## config.mk

```make
export PLATFORM = sky130hd
export DESIGN_NAME = fir_filter_led_level_mapper_flat
export DESIGN_NICKNAME = d
export VERILOG_FILES = /design/src/sv/fflm_pkg.sv /design/src/sv/fflm_if.sv /design/src/sv/fflm_ram.sv /design/src/sv/fflm_mac.sv /design/src/sv/fflm_div.sv /design/src/sv/fir_filter_led_level_mapper.sv /design/src/flat_wrapper.sv
export VERILOG_INCLUDE_DIRS = /design/src /design/src/sv
export SDC_FILE = /design/constraint.sdc
export NUM_CORES = 2
export LEC_CHECK = 0
export BUFFER_PORTS_ARGS = -buffer_cell sky130_fd_sc_hd__buf_2
export CORE_MARGIN = 10
export CORE_UTILIZATION = 59
export DETAILED_ROUTE_END_ITERATION = 10
export PLACE_DENSITY_LB_ADDON = 0.2
export SLEW_MARGIN = 20
export SYNTH_ARGS = -nofsm -noshare
export SYNTH_HDL_FRONTEND = slang
export SYNTH_SLANG_ARGS = --single-unit
```

## constraint.sdc

```tcl
create_clock -name clock -period 9 [get_ports clock]
set_input_delay 1.35 -clock clock [delete_from_list [all_inputs] [get_ports clock]]
set_output_delay 1.35 -clock clock [all_outputs]
set_load 0.005 [all_outputs]
```

## src/sv/fir_filter_led_level_mapper_assert.svh

```systemverilog
// Assertion macros for the FIR LED level mapper.
// Included by the top level; needs no package.
`ifndef FIR_FILTER_LED_LEVEL_MAPPER_ASSERT_SVH
`define FIR_FILTER_LED_LEVEL_MAPPER_ASSERT_SVH

// Same-cycle implication.
`define FFLM_ASSERT_IMPL(label, clk, rst, ante, cons, msg) \
   label: assert property (@(posedge clk) disable iff (rst) (ante) |-> (cons)) \
      else $error(msg);

// Next-cycle implication.
`define FFLM_ASSERT_NEXT(label, clk, rst, ante, cons, msg) \
   label: assert property (@(posedge clk) disable iff (rst) (ante) |=> (cons)) \
      else $error(msg);

`endif

```

## src/sv/fflm_pkg.sv

```systemverilog
// Shared types, constants and helpers of the FIR LED level mapper.
// No dependencies; the interfaces, RAM, MAC, divider and top level all use it.
package fflm_pkg;

   localparam int TAPS_DEFAULT = 49;
   localparam int TAPS_MAX     = 64;

   localparam int SAMPLE_W = 16;
   localparam int COEF_W   = 18;
   localparam int IDX_W    = 6;
   localparam int OUT_W    = 18;
   localparam int LED_W    = 8;
   localparam int LEVEL_W  = 5;
   localparam int PROD_W   = SAMPLE_W + COEF_W;

   localparam int COEFF_SCALE  = 100000;
   localparam int LEVEL_OFFSET = 32;

   // Quotient magnitude width and the dividend magnitude width that holds 2^QUO_W * scale.
   localparam int QUO_W = 18;
   localparam int REM_W = 35;

   typedef logic signed [SAMPLE_W-1:0] sample_type;
   typedef logic signed [COEF_W-1:0]   coef_type;
   typedef logic signed [OUT_W-1:0]    out_type;
   typedef logic [IDX_W-1:0]           idx_type;
   typedef logic [LED_W-1:0]           led_type;
   typedef logic [LEVEL_W-1:0]         level_type;

   localparam out_type OUT_MAX = 18'sh1FFFF;
   localparam out_type OUT_MIN = 18'sh20000;

   // Largest quotient magnitudes that still fit either bound.
   localparam logic [QUO_W-1:0] QUO_POS_MAX = 18'd131071;
   localparam logic [QUO_W-1:0] QUO_NEG_MAX = 18'd131072;

   typedef enum logic {
      OP_SAMPLE   = 1'b0,
      OP_LOAD_TAP = 1'b1
   } op_type;

   localparam logic MODE_FILTER = 1'b1;

   typedef struct packed {
      logic clear;
      logic en;
   } mac_ctrl_type;

   typedef struct packed {
      logic    done;
      out_type value;
   } div_status_type;

   // One lit LED chosen by a 3-bit position.
   function automatic led_type led_bar_of(input logic [2:0] sel);
      led_type pat;
      unique case (sel)
         3'd0:    pat = 8'h08;
         3'd1:    pat = 8'h04;
         3'd2:    pat = 8'h02;
         3'd3:    pat = 8'h01;
         3'd4:    pat = 8'h80;
         3'd5:    pat = 8'h40;
         3'd6:    pat = 8'h20;
         default: pat = 8'h10;
      endcase
      return pat;
   endfunction

endpackage

```

## src/sv/fflm_if.sv

```systemverilog
// Request and response channel interfaces of the FIR LED level mapper.
// Depends on fflm_pkg for payload types.
interface fflm_req_if;
   import fflm_pkg::*;
   logic       valid;
   logic       ready;
   op_type     operation;
   sample_type sample;
   idx_type    tap_index;
   coef_type   tap_value;

   modport source (output valid, output operation, output sample, output tap_index,
                   output tap_value, input ready);
   modport sink (input valid, input operation, input sample, input tap_index,
                 input tap_value, output ready);
endinterface

interface fflm_rsp_if;
   import fflm_pkg::*;
   logic      valid;
   logic      ready;
   out_type   out_value;
   led_type   led_bar;
   level_type led_level;

   modport source (output valid, output out_value, output led_bar, output led_level,
                   input ready);
   modport sink (input valid, input out_value, input led_bar, input led_level,
                 output ready);
endinterface

```

## src/sv/fflm_ram.sv

```systemverilog
// Generic single-write, single-read RAM with registered read data.
// Defaults come from fflm_pkg.
module fflm_ram #(
   parameter int WIDTH = fflm_pkg::SAMPLE_W,
   parameter int DEPTH = fflm_pkg::TAPS_DEFAULT,
   parameter int AW    = (DEPTH > 1) ? $clog2(DEPTH) : 1
) (
   input  logic             clock,
   input  logic             we,
   input  logic [AW-1:0]    waddr,
   input  logic [WIDTH-1:0] wdata,
   input  logic [AW-1:0]    raddr,
   output logic [WIDTH-1:0] rdata
);
   logic [WIDTH-1:0] mem_ff [DEPTH];
   logic [WIDTH-1:0] rdata_ff;

   always_ff @(posedge clock) begin
      if (we) begin
         mem_ff[waddr] <= wdata;
      end
      rdata_ff <= mem_ff[raddr];
   end

   assign rdata = rdata_ff;
endmodule

```

## src/sv/fflm_mac.sv

```systemverilog
// Shared multiply-accumulate unit: registered product, then accumulate.
// Depends on fflm_pkg for operand types and the control struct.
module fflm_mac #(
   parameter int ACC_W = fflm_pkg::PROD_W + $clog2(fflm_pkg::TAPS_DEFAULT)
) (
   input  logic                    clock,
   input  logic                    reset,
   input  fflm_pkg::mac_ctrl_type  ctrl,
   input  fflm_pkg::sample_type    a,
   input  fflm_pkg::coef_type      b,
   output logic signed [ACC_W-1:0] acc
);
   import fflm_pkg::*;

   logic signed [PROD_W-1:0] prod_in;
   logic signed [PROD_W-1:0] prod_ff;
   logic                     pvalid_ff;
   logic signed [ACC_W-1:0]  acc_ff;

   assign prod_in = a * b;

   always_ff @(posedge clock) begin
      prod_ff <= prod_in;
      if (reset || ctrl.clear) begin
         pvalid_ff <= 1'b0;
         acc_ff    <= '0;
      end else begin
         pvalid_ff <= ctrl.en;
         if (pvalid_ff) begin
            acc_ff <= acc_ff + ACC_W'(prod_ff);
         end
      end
   end

   assign acc = acc_ff;
endmodule

```

## src/sv/fflm_div.sv

```systemverilog
// Divide by the coefficient scale with a registered reciprocal multiply, with saturation.
// Depends on fflm_pkg for widths, bounds and the status struct.
module fflm_div #(
   parameter int ACC_W = fflm_pkg::PROD_W + $clog2(fflm_pkg::TAPS_DEFAULT)
) (
   input  logic                     clock,
   input  logic                     reset,
   input  logic                     start,
   input  logic signed [ACC_W-1:0]  dividend,
   output fflm_pkg::div_status_type status
);
   import fflm_pkg::*;

   // The scale is 2^SCALE_SHIFT times an odd factor: drop the low bits, then multiply by
   // the rounded-up reciprocal of the odd factor, exact for every magnitude below LIMIT.
   localparam int SCALE_SHIFT = 5;
   localparam int SCALE_ODD   = COEFF_SCALE >> SCALE_SHIFT;
   localparam int Y_W         = REM_W - SCALE_SHIFT;
   localparam int RECIP_W     = Y_W + 1;
   localparam int RSH         = Y_W + $clog2(SCALE_ODD);
   localparam int MUL_W       = Y_W + RECIP_W;
   localparam int MW          = (ACC_W > REM_W + 1) ? ACC_W : REM_W + 1;
   localparam logic [MW-1:0]      LIMIT = MW'(64'(COEFF_SCALE) << QUO_W);
   localparam logic [RECIP_W-1:0] RECIP =
      RECIP_W'(((64'd1 << RSH) + 64'(SCALE_ODD - 1)) / 64'(SCALE_ODD));

   logic [ACC_W-1:0] mag;
   logic [MW-1:0]    mag_ext;
   logic [MUL_W-1:0] prod_in;
   logic [QUO_W-1:0] quo;

   logic             v1_ff;
   logic             done_ff;
   logic             neg_ff;
   logic             big_ff;
   logic [Y_W-1:0]   y_ff;
   logic [MUL_W-1:0] prod_ff;

   assign mag     = dividend[ACC_W-1] ? $unsigned(-dividend) : $unsigned(dividend);
   assign mag_ext = MW'(mag);
   assign prod_in = MUL_W'(y_ff) * MUL_W'(RECIP);
   assign quo     = prod_ff[RSH +: QUO_W];

   always_ff @(posedge clock) begin
      if (reset) begin
         v1_ff   <= 1'b0;
         done_ff <= 1'b0;
      end else begin
         v1_ff   <= start;
         done_ff <= v1_ff;
      end
      if (start) begin
         neg_ff <= dividend[ACC_W-1];
         big_ff <= mag_ext >= LIMIT;
         y_ff   <= mag_ext[REM_W-1:SCALE_SHIFT];
      end
      if (v1_ff) begin
         prod_ff <= prod_in;
      end
   end

   // Clamp to the nearest bound; a too-large dividend leaves the quotient bits meaningless.
   always_comb begin
      status.done = done_ff;
      if (neg_ff) begin
         status.value = (big_ff || quo > QUO_NEG_MAX) ? OUT_MIN
                                                      : out_type'(-$signed({1'b0, quo}));
      end else begin
         status.value = (big_ff || quo > QUO_POS_MAX) ? OUT_MAX : out_type'(quo);
      end
   end
endmodule

```

## src/sv/fir_filter_led_level_mapper.sv

```systemverilog
// FIR LED level mapper: direct-form FIR over a circular sample RAM, LED bar and level.
// Filtered sample: one tap per cycle on the single multiplier, then the setup state, the
//   reciprocal-multiply divide, the result state and the response register; the next request
//   is taken in the same cycle that the response becomes valid.
// Raw sample: through the result state to the response register. Coefficient load: no response.
// Synchronous reset clears mode, pointers, fill count and coefficient valid bits at once.
module fir_filter_led_level_mapper #(
   parameter int TAPS = fflm_pkg::TAPS_DEFAULT
) (
   input  logic   clock,
   input  logic   reset,
   fflm_req_if.sink   req_if,
   fflm_rsp_if.source rsp_if,
   input  logic   csr_we,
   input  logic   csr_wdata
);
   import fflm_pkg::*;

   `include "fir_filter_led_level_mapper_assert.svh"

   localparam int AW    = (TAPS > 1) ? $clog2(TAPS) : 1;
   localparam int CW    = $clog2(TAPS + 1);
   localparam int SW    = $clog2(TAPS + 2);
   localparam int ACC_W = PROD_W + $clog2(TAPS);

   typedef enum logic [2:0] {
      S_IDLE,
      S_MAC,
      S_PREP,
      S_DIV,
      S_DONE
   } state_type;

   state_type state_ff;
   logic      mode_ff;

   // Delay line bookkeeping: newest entry, entries written since reset, coefficient valids.
   logic [AW-1:0]   wp_ff;
   logic [CW-1:0]   fill_ff;
   logic [TAPS-1:0] coef_valid_ff;

   // Tap sequencer.
   logic [SW-1:0] step_ff;
   logic [AW-1:0] hist_ptr_ff;
   logic [AW-1:0] tap_d_ff;
   logic          issue_d_ff;

   out_type   value_ff;
   logic      rsp_valid_ff;
   out_type   rsp_value_ff;
   led_type   rsp_pattern_ff;
   level_type rsp_level_ff;

   logic           accept;
   logic           is_sample;
   logic           tap_ok;
   logic           issue;
   logic [AW-1:0]  wp_in;
   logic [AW-1:0]  hist_ptr_in;
   logic [AW-1:0]  coef_raddr;
   logic [SAMPLE_W-1:0] hist_rdata;
   logic [COEF_W-1:0]   coef_rdata;
   logic           hist_ok;
   logic           coef_ok;
   sample_type     mac_a;
   coef_type       mac_b;
   mac_ctrl_type   mac_ctrl;
   logic signed [ACC_W-1:0] acc;
   div_status_type div_status;
   out_type        shifted;

   // Take a request only when the sequencer is idle; the response register decouples
   // the output side.
   assign req_if.ready = (state_ff == S_IDLE);
   assign accept       = req_if.valid && req_if.ready;
   assign is_sample    = (req_if.operation == OP_SAMPLE);
   assign tap_ok       = {1'b0, req_if.tap_index} < (IDX_W + 1)'(TAPS);

   // Advance the write pointer around the ring; walk the read pointer back toward older samples.
   assign wp_in       = (wp_ff == AW'(TAPS - 1)) ? '0 : wp_ff + AW'(1);
   assign hist_ptr_in = (hist_ptr_ff == '0) ? AW'(TAPS - 1) : hist_ptr_ff - AW'(1);

   assign issue      = (state_ff == S_MAC) && (step_ff < SW'(TAPS));
   assign coef_raddr = issue ? step_ff[AW-1:0] : '0;

   fflm_ram #(
      .WIDTH (SAMPLE_W),
      .DEPTH (TAPS),
      .AW    (AW)
   ) u_hist_ram (
      .clock (clock),
      .we    (accept && is_sample),
      .waddr (wp_in),
      .wdata (req_if.sample),
      .raddr (hist_ptr_ff),
      .rdata (hist_rdata)
   );

   fflm_ram #(
      .WIDTH (COEF_W),
      .DEPTH (TAPS),
      .AW    (AW)
   ) u_coef_ram (
      .clock (clock),
      .we    (accept && !is_sample && tap_ok),
      .waddr (req_if.tap_index[AW-1:0]),
      .wdata (req_if.tap_value),
      .raddr (coef_raddr),
      .rdata (coef_rdata)
   );

   // Drop entries never written since reset: they read as zero.
   assign hist_ok = CW'(tap_d_ff) < fill_ff;
   assign coef_ok = coef_valid_ff[tap_d_ff];
   assign mac_a   = hist_ok ? $signed(hist_rdata) : '0;
   assign mac_b   = coef_ok ? $signed(coef_rdata) : '0;

   assign mac_ctrl.clear = accept;
   assign mac_ctrl.en    = issue_d_ff;

   fflm_mac #(
      .ACC_W (ACC_W)
   ) u_mac (
      .clock (clock),
      .reset (reset),
      .ctrl  (mac_ctrl),
      .a     (mac_a),
      .b     (mac_b),
      .acc   (acc)
   );

   fflm_div #(
      .ACC_W (ACC_W)
   ) u_div (
      .clock    (clock),
      .reset    (reset),
      .start    (state_ff == S_PREP),
      .dividend (acc),
      .status   (div_status)
   );

   // LED bar from bits 8..6 and level from bits 5..1 of the offset value.
   assign shifted = value_ff - out_type'(LEVEL_OFFSET);

   always_ff @(posedge clock) begin
      if (reset) begin
         state_ff      <= S_IDLE;
         mode_ff       <= 1'b0;
         wp_ff         <= '0;
         fill_ff       <= '0;
         coef_valid_ff <= '0;
         step_ff       <= '0;
         hist_ptr_ff   <= '0;
         tap_d_ff      <= '0;
         issue_d_ff    <= 1'b0;
         rsp_valid_ff  <= 1'b0;
      end else begin
         if (csr_we) begin
            mode_ff <= csr_wdata;
         end

         issue_d_ff <= issue;
         if (issue) begin
            tap_d_ff <= step_ff[AW-1:0];
         end

         // Drop a taken response unless a new one replaces it this cycle.
         if (rsp_valid_ff && rsp_if.ready && state_ff != S_DONE) begin
            rsp_valid_ff <= 1'b0;
         end

         unique case (state_ff)
            S_IDLE: begin
               if (accept && !is_sample && tap_ok) begin
                  coef_valid_ff[req_if.tap_index[AW-1:0]] <= 1'b1;
               end
               if (accept && is_sample) begin
                  wp_ff <= wp_in;
                  if (fill_ff != CW'(TAPS)) begin
                     fill_ff <= fill_ff + CW'(1);
                  end
                  if (mode_ff == MODE_FILTER) begin
                     hist_ptr_ff <= wp_in;
                     step_ff     <= '0;
                     state_ff    <= S_MAC;
                  end else begin
                     value_ff <= out_type'(req_if.sample);
                     state_ff <= S_DONE;
                  end
               end
            end
            S_MAC: begin
               // Issue one tap per cycle, then let the product and accumulate stages drain.
               if (issue) begin
                  hist_ptr_ff <= hist_ptr_in;
               end
               if (step_ff == SW'(TAPS + 1)) begin
                  state_ff <= S_PREP;
               end else begin
                  step_ff <= step_ff + SW'(1);
               end
            end
            S_PREP: begin
               state_ff <= S_DIV;
            end
            S_DIV: begin
               if (div_status.done) begin
                  value_ff <= div_status.value;
                  state_ff <= S_DONE;
               end
            end
            S_DONE: begin
               // Hold the result until the response slot is free.
               if (!rsp_valid_ff || rsp_if.ready) begin
                  rsp_valid_ff   <= 1'b1;
                  rsp_value_ff   <= value_ff;
                  rsp_pattern_ff <= led_bar_of(shifted[8:6]);
                  rsp_level_ff   <= shifted[5:1];
                  state_ff       <= S_IDLE;
               end
            end
            default: begin
               state_ff <= S_IDLE;
            end
         endcase
      end
   end

   assign rsp_if.valid     = rsp_valid_ff;
   assign rsp_if.out_value = rsp_value_ff;
   assign rsp_if.led_bar   = rsp_pattern_ff;
   assign rsp_if.led_level = rsp_level_ff;

   `FFLM_ASSERT_NEXT(a_sample_goes_busy, clock, reset, accept && is_sample,
      state_ff != S_IDLE, "sample request did not start processing")
   `FFLM_ASSERT_IMPL(a_fill_bound, clock, reset, 1'b1,
      fill_ff <= CW'(TAPS), "fill count beyond tap count")
   `FFLM_ASSERT_IMPL(a_div_done_in_div, clock, reset, div_status.done,
      state_ff == S_DIV, "divider finished outside the divide phase")
   `FFLM_ASSERT_NEXT(a_done_loads_rsp, clock, reset,
      state_ff == S_DONE && (!rsp_valid_ff || rsp_if.ready),
      rsp_valid_ff && state_ff == S_IDLE, "finished result not moved to the response register")
endmodule
```

## src/flat_wrapper.sv

```systemverilog
// flat-port wrapper written by rule: the top's interface ports become plain ports
module fir_filter_led_level_mapper_flat import fflm_pkg::*;
#(
   parameter int TAPS = fflm_pkg::TAPS_DEFAULT
)
  (clock, reset, csr_we, csr_wdata, req_if_valid, req_if_operation, req_if_sample, req_if_tap_index, req_if_tap_value, req_if_ready, rsp_if_valid, rsp_if_out_value, rsp_if_led_bar, rsp_if_led_level, rsp_if_ready);
  fflm_req_if req_if_i ();
  fflm_rsp_if rsp_if_i ();
  input  logic clock;
  input  logic reset;
  input  logic csr_we;
  input  logic csr_wdata;
  input wire logic [$bits(req_if_i.valid)-1:0] req_if_valid;
  input wire logic [$bits(req_if_i.operation)-1:0] req_if_operation;
  input wire logic [$bits(req_if_i.sample)-1:0] req_if_sample;
  input wire logic [$bits(req_if_i.tap_index)-1:0] req_if_tap_index;
  input wire logic [$bits(req_if_i.tap_value)-1:0] req_if_tap_value;
  output wire logic [$bits(req_if_i.ready)-1:0] req_if_ready;
  output wire logic [$bits(rsp_if_i.valid)-1:0] rsp_if_valid;
  output wire logic [$bits(rsp_if_i.out_value)-1:0] rsp_if_out_value;
  output wire logic [$bits(rsp_if_i.led_bar)-1:0] rsp_if_led_bar;
  output wire logic [$bits(rsp_if_i.led_level)-1:0] rsp_if_led_level;
  input wire logic [$bits(rsp_if_i.ready)-1:0] rsp_if_ready;
  assign req_if_i.valid = req_if_valid;
  assign req_if_i.operation = req_if_operation;
  assign req_if_i.sample = req_if_sample;
  assign req_if_i.tap_index = req_if_tap_index;
  assign req_if_i.tap_value = req_if_tap_value;
  assign req_if_ready = req_if_i.ready;
  assign rsp_if_valid = rsp_if_i.valid;
  assign rsp_if_out_value = rsp_if_i.out_value;
  assign rsp_if_led_bar = rsp_if_i.led_bar;
  assign rsp_if_led_level = rsp_if_i.led_level;
  assign rsp_if_i.ready = rsp_if_ready;
  fir_filter_led_level_mapper #(.TAPS(TAPS)) u_core (.clock(clock), .reset(reset), .req_if(req_if_i), .rsp_if(rsp_if_i), .csr_we(csr_we), .csr_wdata(csr_wdata));
endmodule
```

# After elaboration in Yosys (flattened, before gate mapping)
# Memory sizes are Yosys's and may differ from the RTL's. A register that Yosys moved wholly into a read port is not among the register bits.
# Index checks and enable logic that the tools add are counted.
[totals]
register_bits = 301
latchBits = 0
mem_bits_rw = 1666
rom_bits = 0
in_bits = 47
out_inout_bits = 33
elab_cells = 134
memories = 2
[mem_list]
columns = ["memory", "depth", "word_bits", "rd", "rd_ports_with_merged_regs", "wr", "line_no", "text"]
rows = [
  ["u_core.u_coef_ram.mem_ff", 49, 18, 1, 1, 1, "fflm_ram.sv:15", "logic [WIDTH-1:0] mem_ff [DEPTH];"],
  ["u_core.u_hist_ram.mem_ff", 49, 16, 1, 1, 1, "fflm_ram.sv:15", ""],
]
[classes]
add_sub_neg = 8
n_mul = 2
div = 0
magnitude_cmp = 9
n_eq_ne = 22
shifts = 0
n_mux = 39
n_bitwise = 3
reduce_logical = 26
[ops]
columns = ["operator", "n"]
rows = [
  ["18-bit 2-to-1 mux", 7],
  ["30-bit by 29-bit multiplier with 58-bit output, second input constant", 1],
  ["8-bit one-hot mux with 7 select lines", 1],
  ["6-bit 2-to-1 mux", 9],
  ["49-bit OR", 1],
  ["40-bit by 34-bit adder with 40-bit output", 1],
  ["40-bit by 35-bit >= comparator with 1-bit output, second input constant", 1],
  ["40-bit 2-to-1 mux", 1],
  ["40-bit negation", 1],
  ["18-bit one-hot mux with 2 select lines", 1],
  ["16-bit by 18-bit multiplier with 34-bit output", 1],
  ["6-bit one-hot mux with 2 select lines", 2],
  ["6-bit by 1-bit adder with 6-bit output, second input constant", 3],
  ["18-bit by 17-bit > comparator with 1-bit output, second input constant", 1],
  ["18-bit > comparator, second input constant", 1],
  ["18-bit negation", 1],
  ["16-bit 2-to-1 mux", 1],
  ["3-bit 2-to-1 mux", 5],
  ["3-bit one-hot mux with 5 select lines", 1],
  ["6-bit by 7-bit < comparator with 1-bit output, second input constant", 2],
  ["3-bit by 2-bit equality test with 1-bit output, second input constant", 4],
  ["3-bit equality test, second input constant", 4],
  ["6-bit equality test, second input constant", 2],
  ["6-bit < comparator, second input constant", 2],
  ["23 further kinds", 55],
]

# Logic depth before layout (Yosys ltp)
[depth]
word_depth = 6
ltp_mapped = 34
depth_no_buf = 32

# Modules after synthesis
# Synthesis repeated with hierarchy kept, for this count alone.
[unflattened]
hier_cells = 6823
area_unflattened_um2 = 103101.4
[by_module_without_submodules]
columns = ["module", "instances", "cells_each", "area_per_inst_um2"]
rows = [
  ["fflm_ram (u_core.u_coef_ram)", 1, 1496, 34160.3],
  ["fflm_ram (u_core.u_hist_ram)", 1, 1343, 30510.5],
  ["fflm_div", 1, 1651, 17306.6],
  ["fflm_mac", 1, 1667, 14834.2],
  ["fir_filter_led_level_mapper", 1, 666, 6289.8],
]

# Least setup slack after synthesis
# OpenSTA, ideal clock, no wires.
[synth_path]
path_kind = "reg2reg"
from = "register u_core.tap_d_ff[0]"
to = "register u_core.u_mac.prod_ff[31]"
t_arrival_ns = 7.840
required_ns = 8.877
slack_ns = 1.036
path_stages_with_launch = 29
n_path_buf = 6
period_less_slack_ns = 7.964
path_cell_list = "dfxtp_1 > buf_2 > buf_6 > mux4_2 > mux4_2 > mux4_2 > buf_2 > buf_6 > nand2_2 > buf_4 > nor2_1 > fa_1 > fa_1 > fa_1 > fa_1 > fa_1 > inv_1 > fa_1 > inv_1 > ha_1 > clkbuf_1 > nand2_1 > a21oi_1 > a221o_1 > o41a_1 > a2111o_1 > a21oi_1 > o21bai_1 > xor2_1"
[synth_via]
elab_chain_len = 4
[synth_lines]
columns = ["element", "line_no", "text"]
rows = [
  ["start: declaration", "fir_filter_led_level_mapper.sv:45", "logic [AW-1:0] tap_d_ff;"],
  ["start signal: assignment", "fir_filter_led_level_mapper.sv:164", "tap_d_ff <= step_ff[AW-1:0];"],
  ["1-bit binary-select mux with 6-bit select", "fir_filter_led_level_mapper.sv:114", "assign coef_ok = coef_valid_ff[tap_d_ff];"],
  ["1-bit 2-to-1 mux (implied by the code)", "fir_filter_led_level_mapper.sv:114", ""],
  ["18-bit 2-to-1 mux", "fir_filter_led_level_mapper.sv:116", "assign mac_b = coef_ok ? $signed(coef_rdata) : '0;"],
  ["16-bit by 18-bit multiplier with 34-bit output (*)", "fflm_mac.sv:20", "assign prod_in = a * b;"],
  ["via u_core.u_mac.prod_in[31]", "fflm_mac.sv:15", "logic signed [PROD_W-1:0] prod_in;"],
  ["end signal: assignment", "fflm_mac.sv:23", "prod_ff <= prod_in;"],
  ["end: declaration", "fflm_mac.sv:16", "logic signed [PROD_W-1:0] prod_ff;"],
]
# The timed path passes the listed nets; every way through them passes the cells marked *. The select of a mux whose other input is x is not followed.
# A chain may end at the register's enable or synchronous reset.

# Final worst setup path
[layout_path]
from = "register u_core.tap_d_ff[0]"
to = "register u_core.u_mac.prod_ff[32]"
# Same word-level chain as after synthesis.

==> summary.txt <==
Critical path
  • Slowest stage cell, crit path: mux4_4
  • Reg2reg start: u_core.tap_d_ff[0]$_SDFFE_PP0P_
  • Worst setup path start: u_core.tap_d_ff[0]$_SDFFE_PP0P_
  • Most used cell, CP: fa_1
  • Critical path buffers and inverters: 5
  • Crit. End Element: flip-flop
  • CP arrival: 9340 ps
  • Worst r2r path cells: 26
  • Levels on crit path: 26
  • Crit start category: flip-flop
  • CP max FO: 19
  • WP data required: 9730 ps
  • Worst path top cell family by delay: adder cells
  • Setup Crit Path Kind: flip-flop to flip-flop
  • Crit path largest cell delay: 650 ps

Floorplan
  • # IOs: 80
  • Die H: 439 um
  • Die width: 439 um
  • Core area: 0.174 sq mm
  • Initial Util: 0.594
  • Die area: 0.193 sq mm
  • Standard-cell row count: 153

Synthesis
  • EDFF count, synth: 1761
  • YS warnings: 0
  • Synth Instances: 7691
  • Async SR Flop Fraction: 0
  • Ranking of synthesized cells by area: edfxtp_1 51%, fa_1 12%, ha_1 6.3%
  • Top-count cell post-synth: edfxtp_1
  • Mapped Avg Cell Area: 13.5 sq um
  • Synth unique cells: 75
  • Top cells by count, synth: 1761 x edfxtp_1, 878 x inv_1, 689 x nand2_1
  • Netlist Area Pre-Place: 0.103 sq mm
  • Ys flop type: edfxtp_1
  • Post-Syn Nets: 8882
  • Fraction of synthesized cell area taken by the top area cell type: 0.511
  • Yosys reg bits: 1957
  • Area leader, netlist: edfxtp_1
  • Sequential area share after synthesis: 0.549

STA
  • Worst slew pin tran: 1310 ps
  • RSZ-0062 raised after global routing: false
  • Fmax: 0.116 GHz
  • Final hold vios: 0
  • Final clock skew: 93.0 ps
  • Final Setup Violations: 0
  • Final cycle utilization of the critical path: 0.956
  • Slew HR: 0.121
  • Setup TNS: 0 ps
  • Pins Over Slew Limit: 0
  • Final min period: 8610 ps

Route
  • Wire per inst: 26.1 um
  • Iteration-0 DRC Markers: 7104
  • Post-route antenna net violation count: 0
  • Drt first pass iters: 6
  • Vias/cell: 6.14
  • DRC Markers: 0
  • Routed WL: 269 mm
  • Vias: 63308

Place
  • GPL Wtd Cong: 0.928
  • PortBufs: 79
  • Post-DP HPWL: 178 mm
  • DP Cell Count: 9933

Hold path
  • Class of the worst hold path: flip-flop to flip-flop
  • Worst Hold Depth: 0
  • Min-delay src: u_core.value_ff[17]$_DFFE_PP_

Cells and area
  • Layout cells sized above 1: 0.125
  • Layout Nets: 9001
  • Final std cells w/o fill: 10303
  • Area growth, synth to finish: 9.92%
  • Finished Core Util: 0.653

Clocking
  • H-tree depth reported by CTS: 4
  • Worst-path clk slew: 60 ps
  • Clock latency on the worst-skew pair: 870 ps
  • Worst-case clock buffer depth: 3
  • Clk root buf: clkbuf_16
  • TritonCTS Buffers: 191
  • CTS tree: built
  • CTS Sinks: 1957

Power
  • Switch share: 0.224
  • Comb power frac: 0.055
  • VDD IR-drop max: 0.000212 V
  • Cell Int Power: 14.9 mW
  • Final Power: 19.2 mW
  • Net switching power: 4.28 mW
  • PD cells: 168 mW/mm^2
  • Clock Power Share: 0.421
  • Leakage power: 42.2 nW
  • Seq pwr share: 0.524

GRT
  • Number of global-route vias before repair: 64591
  • Gr usage total: 0.279
  • Pin count of the biggest net entering global routing: 133
  • Initial antenna violation count: 19
  • GRT overflow: 0
  • First-pass GRT wire length: 405 mm

Run
  • Max Cap Viol: 0

Status
  • Outcome: complete, no violations
-- cells in the final DEF, fill, tap and decap left out, types with 28 or more instances in the layout --
master     count
nor2_1       517
xnor2_1      103
xor2_1        34
ha_1         520
a311oi_1      73
fa_1         624
a211oi_1      92
nand2_1      685
nor3_1        81
edfxtp_1    1761
nor2_2        44
buf_2         73
mux2_2        37
a21o_1        52
mux4_2       268
o211ai_1      61
nand2b_1      28
nand3_1      217
clkinv_1      41
mux2i_1       66
clkbuf_16    191
o22ai_1       60
and2_1        63
a21oi_1      185
dfxtp_1      188
nand4_1       29
clkbuf_1      38
inv_1        877
or3_1         94
o21ai_0      243
buf_4        203
-- flip-flops by register name, summed over array words and instances (netlist names), 3 cells and up --
register	cells
u_core.u_coef_ram.mem_ff	882
u_core.u_hist_ram.mem_ff	784
u_core.coef_valid_ff	49
u_core.u_mac.acc	40
u_core.u_mac.prod_ff	34
u_core.u_div.y_ff	30
u_core.u_coef_ram.rdata	18
u_core.u_div.prod_ff	18
u_core.value_ff	18
u_core.u_hist_ram.rdata	16
u_core.rsp_if.out_value	14
u_core.rsp_if.led_bar	8
u_core.fill_ff	6
u_core.hist_ptr_ff	6
u_core.step_ff	6
u_core.tap_d_ff	6
u_core.wp_ff	6
u_core.rsp_if.led_level	5
u_core.state_ff	3
-- logic make-up (layout without fill, tap and decap cells) --
family,after synthesis,in the layout,share of synthesized area
xor gates and xnor gates,137,137,0.0116
DFF,1957,1957,0.549
buffers and inverters,1237,1518,0.0457
adders and majority gates,1144,1144,0.184
AOI/OAI and AO/OA,945,945,0.0597
and+or+nand+nor,1900,1900,0.0819
other,0,5,0
muxes,371,372,0.0687
-- stage by stage --
step	hold WS, ps	cell area [sq um]	worst slack, ps
after floorplan	400	103000	1040
after global placement	403	107000	213
after detailed placement	405	107000	28.8
after CTS	418	114000	5.11
after global routing	420	114000	38.8
final	418	114000	392
-- power groups by stage --
| stage | sequential (mW) | clock (mW) | combinational [mW] |
|---|---|---|---|
| 4_1_cts | 10.0 | 8.17 | 1.05 |
| 5_1_grt | 10.0 | 8.52 | 1.14 |
| 3_3_place_gp | 10.2 | 0 | 1.03 |
| 6_report | 10.0 | 8.06 | 1.06 |
| 3_5_place_dp | 10.2 | 0 | 1.04 |
| 2_1_floorplan | 10.2 | 0 | 0.608 |
-- layer usage --
layer	GRT usage	wire, um	up-vias
li1	-	-	27675
met1	0.390	108000	32284
met2	0.448	127000	2848
met3	0.0477	23300	487
met4	0.0965	10100	14
met5	0	89	-
-- layout make-up --
cell class | count | area, sq um
clock buffer | 240 | 5070
tap | 2325 | 2910
fill | 12565 | 60400
antenna | 5 | 12.5
inverter | 878 | 3300
clock inverter | 116 | 1320
timing repair buffer | 284 | 2050
multi-input combinational | 4498 | 42300
sequential | 1957 | 56800
-- final timing paths --
check / end / slack (ps)
setup reg to reg: u_core.u_mac.prod_ff[32]$_DFF_P_ / 390
setup / recovery: u_core.u_mac.prod_ff[32]$_DFF_P_ / 390
hold reg to reg: u_core.rsp_if.out_value[17]$_DFFE_PP_ / 420
hold / removal: u_core.rsp_if.out_value[17]$_DFFE_PP_ / 420
-- repair_timing --
item	4_1_cts	5_1_grt
gates resized for setup	3	9
setup buffers	0	5
hold buffers	0	0
endpoints found under the hold margin	0	0
setup endpoints to repair	1	10
gates cloned	0	1
Power figures use the tool's default switching activity.
